[src/ilp_pkg.sv]
// shared types, codes and tables of the integer literal parser
package ilp_pkg;

  localparam int ILP_QUEUE_DEPTH = 2;

  localparam logic [2:0] CLS_DEC   = 3'd0;
  localparam logic [2:0] CLS_OTHER = 3'd4;
  localparam logic [2:0] CLS_NONE  = 3'd5;

  localparam logic [1:0] RADIX_DEC = 2'd0;
  localparam logic [1:0] RADIX_BIN = 2'd1;
  localparam logic [1:0] RADIX_OCT = 2'd2;
  localparam logic [1:0] RADIX_HEX = 2'd3;

  localparam logic [1:0] SIZE_NONE  = 2'd0;
  localparam logic [1:0] SIZE_SHORT = 2'd1;
  localparam logic [1:0] SIZE_INT   = 2'd2;
  localparam logic [1:0] SIZE_LONG  = 2'd3;

  localparam logic [1:0] POS_FIRST  = 2'd0;
  localparam logic [1:0] POS_SECOND = 2'd1;
  localparam logic [1:0] POS_BODY   = 2'd2;

  localparam logic [7:0] CH_0     = 8'h30;
  localparam logic [7:0] CH_9     = 8'h39;
  localparam logic [7:0] CH_LA    = 8'h61;
  localparam logic [7:0] CH_LF    = 8'h66;
  localparam logic [7:0] CH_LB    = 8'h62;
  localparam logic [7:0] CH_LO    = 8'h6f;
  localparam logic [7:0] CH_LX    = 8'h78;
  localparam logic [7:0] CH_LU    = 8'h75;
  localparam logic [7:0] CH_LS    = 8'h73;
  localparam logic [7:0] CH_LL    = 8'h6c;
  localparam logic [7:0] CH_PLUS  = 8'h2b;
  localparam logic [7:0] CH_MINUS = 8'h2d;
  localparam logic [7:0] CASE_BIT = 8'h20;

  localparam logic [6:0] CNT_MAX          = 7'd127;
  localparam logic [6:0] CAP_LONG_DEC_NEG = 7'd19;

  typedef struct packed {
    logic [3:0] digit;
    logic       is_hex;
    logic       is_u;
    logic       is_s;
    logic       is_l;
    logic       is_zero;
    logic       is_plus;
    logic       is_minus;
    logic       pfx_b;
    logic       pfx_o;
    logic       pfx_x;
    logic [2:0] token_class;
    logic       last_char;
  } ilp_item_t;

  function automatic logic [6:0] digit_cap(input logic [1:0] size, input logic [1:0] radix);
    logic [6:0] cap;
    cap = 7'd0;
    case (size)
      SIZE_SHORT: begin
        case (radix)
          RADIX_DEC: cap = 7'd5;
          RADIX_BIN: cap = 7'd16;
          RADIX_OCT: cap = 7'd6;
          default:   cap = 7'd4;
        endcase
      end
      SIZE_INT: begin
        case (radix)
          RADIX_DEC: cap = 7'd10;
          RADIX_BIN: cap = 7'd32;
          RADIX_OCT: cap = 7'd11;
          default:   cap = 7'd8;
        endcase
      end
      SIZE_LONG: begin
        case (radix)
          RADIX_DEC: cap = 7'd20;
          RADIX_BIN: cap = 7'd64;
          RADIX_OCT: cap = 7'd22;
          default:   cap = 7'd16;
        endcase
      end
      default: cap = 7'd0;
    endcase
    return cap;
  endfunction

endpackage

[src/ilp_char_if.sv]
// character channel: one token byte per transfer
interface ilp_char_if;
  logic       valid;
  logic       ready;
  logic [7:0] text_char;
  logic [2:0] token_class;
  logic       last_char;

  modport source(output valid, text_char, token_class, last_char, input ready);
  modport sink(input valid, text_char, token_class, last_char, output ready);
endinterface

[src/ilp_lit_if.sv]
// literal channel: one parsed value per transfer
interface ilp_lit_if;
  logic        valid;
  logic        ready;
  logic [63:0] literal_value;
  logic [1:0]  size_code;
  logic        is_unsigned;

  modport source(output valid, literal_value, size_code, is_unsigned, input ready);
  modport sink(input valid, literal_value, size_code, is_unsigned, output ready);
endinterface

[src/ilp_front.sv]
// front stage: takes characters and registers their decoded class bits
module ilp_front (
  input  logic              clk,
  input  logic              rst,
  ilp_char_if.sink          chars,
  output logic              item_valid,
  input  logic              item_ready,
  output ilp_pkg::ilp_item_t item
);
  import ilp_pkg::*;

  ilp_item_t  dec;
  logic [7:0] lc;
  logic       is_num;
  logic       is_let;

  always_comb begin
    lc     = chars.text_char | CASE_BIT;
    is_num = chars.text_char inside {[CH_0:CH_9]};
    is_let = lc inside {[CH_LA:CH_LF]};
    dec.digit       = is_num ? chars.text_char[3:0] : lc[3:0] + 4'd9;
    dec.is_hex      = is_num || is_let;
    dec.is_u        = (lc == CH_LU);
    dec.is_s        = (lc == CH_LS);
    dec.is_l        = (lc == CH_LL);
    dec.is_zero     = (chars.text_char == CH_0);
    dec.is_plus     = (chars.text_char == CH_PLUS);
    dec.is_minus    = (chars.text_char == CH_MINUS);
    dec.pfx_b       = (lc == CH_LB);
    dec.pfx_o       = (lc == CH_LO);
    dec.pfx_x       = (lc == CH_LX);
    dec.token_class = chars.token_class;
    dec.last_char   = chars.last_char;
  end

  assign chars.ready = !item_valid || item_ready;

  always_ff @(posedge clk) begin
    if (rst) begin
      item_valid <= 1'b0;
    end else if (chars.ready) begin
      item_valid <= chars.valid;
    end
  end

  always_ff @(posedge clk) begin
    if (chars.valid && chars.ready) begin
      item <= dec;
    end
  end
endmodule

[src/ilp_queue.sv]
// short queue of decoded characters between front and back
module ilp_queue #(
  parameter int Depth = ilp_pkg::ILP_QUEUE_DEPTH
) (
  input  logic               clk,
  input  logic               rst,
  input  logic               push_valid,
  output logic               push_ready,
  input  ilp_pkg::ilp_item_t push_item,
  output logic               pop_valid,
  input  logic               pop_ready,
  output ilp_pkg::ilp_item_t pop_item
);
  import ilp_pkg::*;

  localparam int AW = (Depth > 1) ? $clog2(Depth) : 1;
  localparam int CW = $clog2(Depth + 1);

  ilp_item_t         mem [Depth];
  logic [AW-1:0]     wr_ptr;
  logic [AW-1:0]     rd_ptr;
  logic [CW-1:0]     count;
  logic              push;
  logic              pop;

  assign push_ready = (count != CW'(Depth));
  assign pop_valid  = (count != '0);
  assign pop_item   = mem[rd_ptr];
  assign push       = push_valid && push_ready;
  assign pop        = pop_valid && pop_ready;

  always_ff @(posedge clk) begin
    if (rst) begin
      wr_ptr <= '0;
      rd_ptr <= '0;
      count  <= '0;
    end else begin
      if (push) begin
        wr_ptr <= (wr_ptr == AW'(Depth - 1)) ? '0 : wr_ptr + 1'b1;
      end
      if (pop) begin
        rd_ptr <= (rd_ptr == AW'(Depth - 1)) ? '0 : rd_ptr + 1'b1;
      end
      if (push && !pop) begin
        count <= count + 1'b1;
      end else if (pop && !push) begin
        count <= count - 1'b1;
      end
    end
  end

  always_ff @(posedge clk) begin
    if (push) begin
      mem[wr_ptr] <= push_item;
    end
  end
endmodule

[src/ilp_back.sv]
// back stage: prefix, sign, digit and suffix handling, result register
module ilp_back (
  input  logic               clk,
  input  logic               rst,
  input  logic               item_valid,
  output logic               item_ready,
  input  ilp_pkg::ilp_item_t item,
  ilp_lit_if.source          literal
);
  import ilp_pkg::*;

  logic [63:0] acc, acc_next;
  logic [6:0]  cnt, cnt_next;
  logic [1:0]  pos, pos_next;
  logic [1:0]  radix, radix_next;
  logic        neg, neg_next;
  logic        uns, uns_next;
  logic [1:0]  size, size_next;
  logic        sfx, sfx_next;
  logic        err, err_next;
  logic        body;
  logic        digit_ok;
  logic [63:0] prod;
  logic [63:0] dterm;
  logic [6:0]  cap;
  logic        bad;
  logic        take;

  assign item_ready = !literal.valid || literal.ready;
  assign take       = item_valid && item_ready;

  always_comb begin
    acc_next   = acc;
    cnt_next   = cnt;
    radix_next = radix;
    neg_next   = neg;
    uns_next   = uns;
    size_next  = size;
    sfx_next   = sfx;
    err_next   = err;
    body       = 1'b0;
    pos_next   = (pos != POS_BODY) ? pos + 2'd1 : pos;

    if (!err) begin
      if (pos == POS_FIRST) begin
        if (item.token_class >= CLS_NONE) begin
          err_next = 1'b1;
        end else begin
          radix_next = (item.token_class < CLS_OTHER) ? item.token_class[1:0] : RADIX_DEC;
          if (item.token_class == CLS_DEC && (item.is_plus || item.is_minus)) begin
            neg_next = item.is_minus;
          end else if (radix_next != RADIX_DEC) begin
            if (!item.is_zero || item.last_char) err_next = 1'b1;
            uns_next = 1'b1;
          end else begin
            body = 1'b1;
          end
        end
      end else if (pos == POS_SECOND && radix != RADIX_DEC) begin
        case (radix)
          RADIX_BIN: if (!item.pfx_b) err_next = 1'b1;
          RADIX_OCT: if (!item.pfx_o) err_next = 1'b1;
          default:   if (!item.pfx_x) err_next = 1'b1;
        endcase
      end else begin
        body = 1'b1;
      end
    end

    case (radix_next)
      RADIX_DEC: digit_ok = (item.digit < 4'd10);
      RADIX_BIN: digit_ok = (item.digit < 4'd2);
      RADIX_OCT: digit_ok = (item.digit < 4'd8);
      default:   digit_ok = 1'b1;
    endcase

    case (radix_next)
      RADIX_DEC: prod = {acc[60:0], 3'b000} + {acc[62:0], 1'b0};
      RADIX_BIN: prod = {acc[62:0], 1'b0};
      RADIX_OCT: prod = {acc[60:0], 3'b000};
      default:   prod = {acc[59:0], 4'b0000};
    endcase
    // accumulate negative literals already negated
    dterm = neg ? 64'd0 - {60'd0, item.digit} : {60'd0, item.digit};

    if (body) begin
      if (item.is_u) begin
        if (uns) err_next = 1'b1;
        uns_next = 1'b1;
        sfx_next = 1'b1;
      end else if (item.is_s || item.is_l) begin
        if (size != SIZE_INT) err_next = 1'b1;
        size_next = item.is_s ? SIZE_SHORT : SIZE_LONG;
        sfx_next  = 1'b1;
      end else if (sfx || !item.is_hex || !digit_ok) begin
        err_next = 1'b1;
      end else begin
        acc_next = prod + dterm;
        if (cnt != CNT_MAX) cnt_next = cnt + 7'd1;
      end
    end

    cap = digit_cap(size_next, radix_next);
    if (size_next == SIZE_LONG && radix_next == RADIX_DEC && neg_next) cap = CAP_LONG_DEC_NEG;
    bad = err_next || size_next == SIZE_NONE || cnt_next > cap;
  end

  always_ff @(posedge clk) begin
    if (rst || (take && item.last_char)) begin
      acc   <= '0;
      cnt   <= '0;
      pos   <= POS_FIRST;
      radix <= RADIX_DEC;
      neg   <= 1'b0;
      uns   <= 1'b0;
      size  <= SIZE_INT;
      sfx   <= 1'b0;
      err   <= 1'b0;
    end else if (take) begin
      acc   <= acc_next;
      cnt   <= cnt_next;
      pos   <= pos_next;
      radix <= radix_next;
      neg   <= neg_next;
      uns   <= uns_next;
      size  <= size_next;
      sfx   <= sfx_next;
      err   <= err_next;
    end
  end

  always_ff @(posedge clk) begin
    if (rst) begin
      literal.valid <= 1'b0;
    end else if (take && item.last_char) begin
      literal.valid <= 1'b1;
    end else if (literal.ready) begin
      literal.valid <= 1'b0;
    end
  end

  always_ff @(posedge clk) begin
    if (take && item.last_char) begin
      literal.literal_value <= bad ? 64'd0 : acc_next;
      literal.size_code     <= bad ? SIZE_NONE : size_next;
      literal.is_unsigned   <= bad ? 1'b0 : uns_next;
    end
  end
endmodule

[src/integer_literal_parser.sv]
// integer literal parser top level: front decode, queue, back accumulate
//
//   channel   modport   transfers
//   chars     sink      one token byte, its class and the end mark
//   literal   source    one value, size code and unsigned flag per token
//
// one character per cycle sustained while the back stage does not stall;
// each character is decoded in the front register, waits in the queue and
// is applied by the back stage; the last byte of a token registers its result
// the back stage stalls only while the result register is full and not taken
// reset clears the parse state and empties all stages
module integer_literal_parser #(
  parameter int QueueDepth = ilp_pkg::ILP_QUEUE_DEPTH
) (
  input  logic      clk,
  input  logic      rst,
  ilp_char_if.sink  chars,
  ilp_lit_if.source literal
);
  import ilp_pkg::*;

  logic      f_valid;
  logic      f_ready;
  ilp_item_t f_item;
  logic      q_valid;
  logic      q_ready;
  ilp_item_t q_item;

  ilp_front u_front (
    .clk       (clk),
    .rst       (rst),
    .chars     (chars),
    .item_valid(f_valid),
    .item_ready(f_ready),
    .item      (f_item)
  );

  ilp_queue #(.Depth(QueueDepth)) u_queue (
    .clk       (clk),
    .rst       (rst),
    .push_valid(f_valid),
    .push_ready(f_ready),
    .push_item (f_item),
    .pop_valid (q_valid),
    .pop_ready (q_ready),
    .pop_item  (q_item)
  );

  ilp_back u_back (
    .clk       (clk),
    .rst       (rst),
    .item_valid(q_valid),
    .item_ready(q_ready),
    .item      (q_item),
    .literal   (literal)
  );
endmodule

[src/flat_wrapper.sv]
// flat-port wrapper written by rule: the top's interface ports become plain ports
module integer_literal_parser_flat import ilp_pkg::*;
#(
  parameter int QueueDepth = ilp_pkg::ILP_QUEUE_DEPTH
)
  (clk, rst, chars_valid, chars_text_char, chars_token_class, chars_last_char, chars_ready, literal_valid, literal_literal_value, literal_size_code, literal_is_unsigned, literal_ready);
  ilp_char_if chars_i ();
  ilp_lit_if literal_i ();
  input  logic clk;
  input  logic rst;
  input wire logic [$bits(chars_i.valid)-1:0] chars_valid;
  input wire logic [$bits(chars_i.text_char)-1:0] chars_text_char;
  input wire logic [$bits(chars_i.token_class)-1:0] chars_token_class;
  input wire logic [$bits(chars_i.last_char)-1:0] chars_last_char;
  output wire logic [$bits(chars_i.ready)-1:0] chars_ready;
  output wire logic [$bits(literal_i.valid)-1:0] literal_valid;
  output wire logic [$bits(literal_i.literal_value)-1:0] literal_literal_value;
  output wire logic [$bits(literal_i.size_code)-1:0] literal_size_code;
  output wire logic [$bits(literal_i.is_unsigned)-1:0] literal_is_unsigned;
  input wire logic [$bits(literal_i.ready)-1:0] literal_ready;
  assign chars_i.valid = chars_valid;
  assign chars_i.text_char = chars_text_char;
  assign chars_i.token_class = chars_token_class;
  assign chars_i.last_char = chars_last_char;
  assign chars_ready = chars_i.ready;
  assign literal_valid = literal_i.valid;
  assign literal_literal_value = literal_i.literal_value;
  assign literal_size_code = literal_i.size_code;
  assign literal_is_unsigned = literal_i.is_unsigned;
  assign literal_i.ready = literal_ready;
  integer_literal_parser #(.QueueDepth(QueueDepth)) u_core (.clk(clk), .rst(rst), .chars(chars_i), .literal(literal_i));
endmodule
[config.mk]
export PLATFORM = sky130hd
export DESIGN_NAME = integer_literal_parser_flat
export DESIGN_NICKNAME = d
export VERILOG_FILES = /design/src/ilp_pkg.sv /design/src/ilp_char_if.sv /design/src/ilp_lit_if.sv /design/src/ilp_front.sv /design/src/ilp_queue.sv /design/src/ilp_back.sv /design/src/integer_literal_parser.sv /design/src/flat_wrapper.sv
export SDC_FILE = /design/constraint.sdc
export NUM_CORES = 1
export LEC_CHECK = 0
export ABC_AREA = 1
export BUFFER_PORTS_ARGS = -buffer_cell sky130_fd_sc_hd__buf_2
export CAP_MARGIN = 20
export CORE_UTILIZATION = 42
export DETAILED_ROUTE_END_ITERATION = 10
export GPL_ROUTABILITY_DRIVEN = 0
export SYNTH_ARGS = -nofsm -noshare
export SYNTH_HDL_FRONTEND = slang
export SYNTH_SLANG_ARGS = --single-unit
[constraint.sdc]
create_clock -name clk -period 5.6 [get_ports clk]
set_input_delay 1.12 -clock clk [delete_from_list [all_inputs] [get_ports clk]]
set_output_delay 1.12 -clock clk [all_outputs]
set_load 0.05 [all_outputs]
# [Word level (Yosys, flattened, before mapping)]
# Memories as Yosys holds them, arrays and structs flattened. A register that Yosys moved wholly into a read port is not among the register bits.
# Index checks and enable logic that the tools add are counted.
[totals] mem_count=1 input_bits=16 register_bits=172 out_inout_bits=69 mem_bits_rw=36
[mem_list] name="u_core.u_queue.mem" words=2 word_bits=18 rd=1 rd_ports_with_merged_regs=1 write_ports=1 line="ilp_queue.sv:19" text="ilp_item_t mem [Depth];"
[classes] eq_ne=21 reduce_logical=42 magnitude_cmp=10 n_mux=72 add_sub_neg=10
[op_table] cell="two-way mux 64 bit" count=5
[op_table] cell="case mux 64 bit (3 select lines)" count=1
[op_table] cell="adder 64 bit" count=2
[op_table] cell="two-way mux 1 bit" count=43
[op_table] cell="== test 7 x 6 -> 1 bit, second input constant" count=6
[op_table] cell="two-way mux 7 bit" count=6
[op_table] cell="case mux 7 bit (3 select lines)" count=2
[op_table] cell="== test 8 x 6 -> 1 bit, second input constant" count=3
[op_table] cell="two-way mux 2 bit" count=10
[op_table] cell="case mux 6 bit (3 select lines)" count=1
[op_table] cell="case mux 5 bit (3 select lines)" count=1
[op_table] cell="logical AND 1 bit" count=12
[op_table] cell="nonzero test 2 bit" count=6
[op_table] cell="logical OR 1 bit" count=11
[op_table] cell="== test 2 x 1 -> 1 bit, second input constant" count=4
[op_table] cell="== test 2 bit, second input constant" count=4
[op_table] cell=">= comparator 8 x 6 -> 1 bit, second input constant" count=1
[op_table] cell=">= comparator 8 x 7 -> 1 bit, second input constant" count=1
[op_table] cell="<= comparator 8 x 6 -> 1 bit, second input constant" count=1
[op_table] cell="<= comparator 8 x 7 -> 1 bit, second input constant" count=1
[op_table] cell="< comparator 4 bit, second input constant" count=2
[op_table] cell="adder 7 x 1 -> 7 bit, second input constant" count=1
[op_table] cell="> comparator 7 bit" count=1
[op_table] cell="zero test 1 bit" count=7
[op_table] cell="other kinds (17)" count=23

# [Logic depth before layout (Yosys ltp)]
[logic_depth] ltp_word=15 depth_mapped=34 depth_no_buf=33

# [Modules after synthesis]
# A second synthesis with hierarchy kept.
[hier_totals] cells_unflattened=2808 hier_area_um2=18901.9
[by_module_without_submodules] mod="ilp_back" area_each_um2=16368.2 n_inst=1 cells_each=2625 seq_area_each_um2=3653.5
[by_module_without_submodules] mod="ilp_queue" area_each_um2=1591.5 n_inst=1 cells_each=93 seq_area_each_um2=1181.1
[by_module_without_submodules] mod="ilp_front" area_each_um2=942.2 n_inst=1 cells_each=90 seq_area_each_um2=560.5

# [Worst setup path after synthesis]
# No wires, ideal clock.
[synth_timing] path_kind="reg-to-reg" start="register (tool-made name)" end="register u_core.u_back.literal.literal_value[39] (data pin)" synth_period_minus_slack_ns=6.128 setup_slack_ns=-0.528 arrival_time_ns=5.872 path_stages_with_launch=19 required_time_ns=5.343 path_cell_list="dfxtp_1 -> buf_6 -> inv_2 -> buf_2 -> or2_2 -> o21ai_2 -> ha_1 -> a21oi_1 -> ha_1 -> a21oi_1 -> nand2_1 -> a21boi_0 -> nor3_1 -> nor2_1 -> o21ai_0 -> a21oi_1 -> xor2_1 -> o21ai_1 -> nor2_1"
[synth_lines] item="end signal, assigned" line="ilp_back.sv:144" text="literal.literal_value <= bad ? 64'd0 : acc_next;"
[synth_lines] item="end, declared" line="ilp_lit_if.sv:9" text="modport source(output valid, literal_value, size_code, is_unsigned, input ready);"

# [Worst setup path in the final report]
[layout_timing] start="register u_core.u_back.acc[39]" end="register u_core.u_back.literal.literal_value[60] (data pin)"
[layout_between] elab_chain_len=7
[layout_lines] item="start, declared" line="ilp_back.sv:12" text="logic [63:0] acc, acc_next;"
[layout_lines] item="start signal, assigned" line="ilp_back.sv:120" text="acc <= acc_next;"
[layout_lines] item="adder 64 bit" line="ilp_back.sv:78" text="RADIX_DEC: prod = {acc[60:0], 3'b000} + {acc[62:0], 1'b0};"
[layout_lines] item="case mux 64 bit (3 select lines) *" line="ilp_back.sv:77" text="case (radix_next)"
[layout_lines] item="adder 64 bit *" line="ilp_back.sv:98" text="acc_next = prod + dterm;"
[layout_lines] item="two-way mux 64 bit *" line="ilp_back.sv:95" text="end else if (sfx || !item.is_hex || !digit_ok) begin"
[layout_lines] item="two-way mux 64 bit *" line="ilp_back.sv:91" text="end else if (item.is_s || item.is_l) begin"
[layout_lines] item="two-way mux 64 bit *" line="ilp_back.sv:87" text="if (item.is_u) begin"
[layout_lines] item="two-way mux 64 bit *" line="ilp_back.sv:86" text="if (body) begin"
# Mark *: on every way between the ends. The rest lies on a longest branch, timed or not.
# A chain may end at the register's enable or synchronous reset.

==> metrics.md <==
| Metric | Value |
|---|---|
| Status | `finished clean` |
| Num Clock Sinks | `209` |
| Total wire length | `63,500 um` |
| Post-CTS resize count | `0` |
| Initial antenna violation count | `0` |
| Longest Clk Path Bufs | `3` |
| Post-synth top area cell | `edfxtp_1` |
| Worst min-delay path class | `flip-flop to flip-flop` |
| Post-route insts no fill | `3,491` |
| Largest net degree at the start of global routing | `69` |
| Placed Cells | `3,445` |
| Crit path kind | `flip-flop to flip-flop` |
| Slew @ Worst Pin | `0.897 ns` |
| Worst setup SP type | `flip-flop` |
| Unrepaired setup endpoints after global routing | `false` |
| Clk_lat worst skew | `0.58 ns` |
| P&R area growth vs syn | `10.5%` |
| Cts hold-fix bufs | `0` |
| Drt initial violations | `1,731` |
| Synth Flop Type | `edfxtp_1` |
| Max Slew Vio Count | `0` |
| YS warnings | `0` |
| Layout Nets | `3,041` |
| Core Area | `0.0441 sq mm` |
| Crit-path slowest cell | `dfxtp_1` |
| Worst-path maximum fanout | `6` |
| Via count | `19.5k` |
| Avg Synthesized Cell Area | `6.71 sq um` |
| Netlist cell types | `60` |
| Ports | `85` |
| Post-DP HPWL | `49,700 um` |
| Max_slew headroom | `40.2%` |
| Slowest stage delay, CP | `0.56 ns` |
| Clock transition at the registers of the reported paths | `0.07 ns` |
| CTS tree | `done` |
| Horiz. Die Dim | `213 um` |
| Hold depth | `0` |
| Synth async-reset ratio | `0%` |
| Syn Inst Count | `2,800` |
| Crit share post-route | `96.5%` |
| Number of core rows | `77` |
| Clk Tree Root Cell | `clkbuf_16` |
| DRC viols | `0` |
| Final worst slack | `0.197 ns` |
| Global-route wire length before repair | `99,200 um` |
| Postcts setup bufs | `0` |
| Max cap viols | `0` |
| CP endpoint kind | `flip-flop` |
| Routed WL per cell | `18.2 um` |
| Sequential-to-total area share from yosys stat | `28.7%` |
| Yosys top cell area share | `19.3%` |
| Most used cell, CP | `nand2_1` |
| Starting density of the core | `42.6%` |
| Die height | `213 um` |
| Syn_nets | `2,961` |
| Fillcell total | `4,556` |
| Drt pass-1 iters | `8` |
| H-tree levels | `1` |
| Diodes inserted | `0` |
| Setup tns final | `0 ns` |
| Crit path arrival time | `5.71 ns` |
| DR vias/cell | `5.59` |
| Most frequent cell after synthesis | `nand2_1` |
| Final Critical Period | `5.40 ns` |
| Maximum clock frequency | `0.185 GHz` |
| Final Hold Fails | `0` |
| Worst path required time | `5.91 ns` |
| Cell Area, Synth | `0.0188 sq mm` |
| ANT nets after route | `0` |
| Post-synth EDFFs | `121` |
| Setup violators final | `0` |
| CP cell instances | `ha_1, nand2_1, inv_1, a21oi_1, inv_1, a21oi_1, o21ai_0, nor3_1, nand3_1, nand2_1, nand2_1, or2_2, nand3_1, a22oi_1, ha_1, nand2_1, nor2_1, inv_1, nor4_1, nand4_1, nand4_1, xor2_1, o21ai_1, nor2_1` |
| Num CTS Buffers | `25` |
| GRT Util Overall | `27.9%` |
| Layout cells sized above 1 | `8.28%` |
| IO Port Bufs | `84` |
| Yosys reg bits | `209` |
| Dpl ws | `0.281 ns` |
| Worst r2r path cells | `24` |
| Vias in the first global route | `18.0k` |
| Area contributors post-synth | `edfxtp_1 19%, nand2_1 11%, ha_1 9.5%` |
| Final clock skew | `0.0183 ns` |
| Synth cell count leaders | `574 x nand2_1, 390 x inv_1, 329 x nor2_1, 275 x a21oi_1, 231 x o21ai_0` |
| Gr ovfl total | `0` |
| Die area | `0.0456 sq mm` |
## critical path: cells and delay by family, from the launching register on
family,cells,cell delay (ns)
fa+ha+maj,2,0.77
flops,1,0.56
buf+inv,3,0.25
compound gates,5,0.67
simple gates,13,2.74
xor+xnor,1,0.12
## placed cells by master (no fill, tap or decap), types with 6 or more instances in the layout
cell type	count
a22oi_1	17
nor2_1	326
inv_1	389
buf_4	43
o21bai_1	23
clkinv_1	6
nor2_2	9
nand3_1	117
o21ai_0	230
a21oi_1	269
mux2i_1	7
dfxtp_1	88
or2_2	29
a21o_1	25
xor2_1	60
a32oi_1	12
buf_2	84
ha_1	143
o21ai_1	61
o2111ai_1	7
xnor2_1	15
nand2_1	574
nand4_1	10
a221oi_1	9
o21a_1	14
o22ai_1	12
edfxtp_1	121
nor4_1	10
o211ai_1	19
inv_2	6
clkbuf_16	25
nor3_1	36
a31oi_1	23
## registers in the layout (all words and copies together) (netlist names), 2 cells and up, named ones only
name,count
u_core.u_back.cnt,7
u_core.u_back.literal.literal_value,64
u_core.u_back.pos,2
u_core.u_back.size,2
u_core.u_queue.count,2
u_core.u_back.literal.size_code,2
u_core.u_back.radix,2
u_core.u_queue.mem,36
u_core.u_front.item,18
u_core.u_back.acc,64
## per-layer routing
layer / up-vias / share of wire [%] / track usage [%]
met1: 9020 / 43 / 37.8
met5: - / 0 / 0
met3: 133 / 8.2 / 4.03
li1: 9570 / - / -
met4: 0 / 3.9 / 10.8
met2: 791 / 44 / 44.8
## final cells by class
class                           instances  area [sq um]  area share (%)
Multi-Input combinational cell       2118         11600            55.8
Inverter                              399          1500            7.23
Timing Repair Buffer                  127           743            3.58
Sequential cell                       209          5400            26.0
Clock inverter                         15           111           0.536
Tap cell                              592           741            3.57
Clock buffer                           31           678            3.27
## metrics by stage
step	cell area, sq um	utilization [%]	hold WS (ns)
floorplan	18800	-	0.421
global placement	19900	45.2	0.423
detailed placement	19900	45.2	0.431
CTS	20700	47.0	0.435
global route	20800	47.0	0.455
finish	20800	47.0	0.433
## logic make-up after synthesis
group                    after synthesis  share of synthesized area [%]
AND/OR/NAND/NOR                     1137                           25.1
AO/OA/AOI/OAI                        754                           22.7
buffers and inverters                473                           9.90
flip-flops                           209                           28.7
adder cells (fa/ha/maj)              145                           9.74
XOR/XNOR                              75                           3.50
multiplexers                           7                          0.373
## worst paths after layout
kind	slack, ns	startpoint	to
setup / recovery	0.20	u_core.u_back.acc[39]$_SDFFE_PP0P_	u_core.u_back.literal.literal_value[60]$_SDFFCE_PP0P_
hold / removal	0.43	u_core.u_front.item[15]$_DFFE_PP_	u_core.u_queue.mem[0][15]$_DFFE_PP_
setup reg to reg	0.20	u_core.u_back.acc[39]$_SDFFE_PP0P_	u_core.u_back.literal.literal_value[60]$_SDFFCE_PP0P_
hold reg to reg	0.43	u_core.u_front.item[15]$_DFFE_PP_	u_core.u_queue.mem[0][15]$_DFFE_PP_
Power is not shown: default switching activity piles up to over one toggle a cycle in this logic, so the estimate is an artifact.
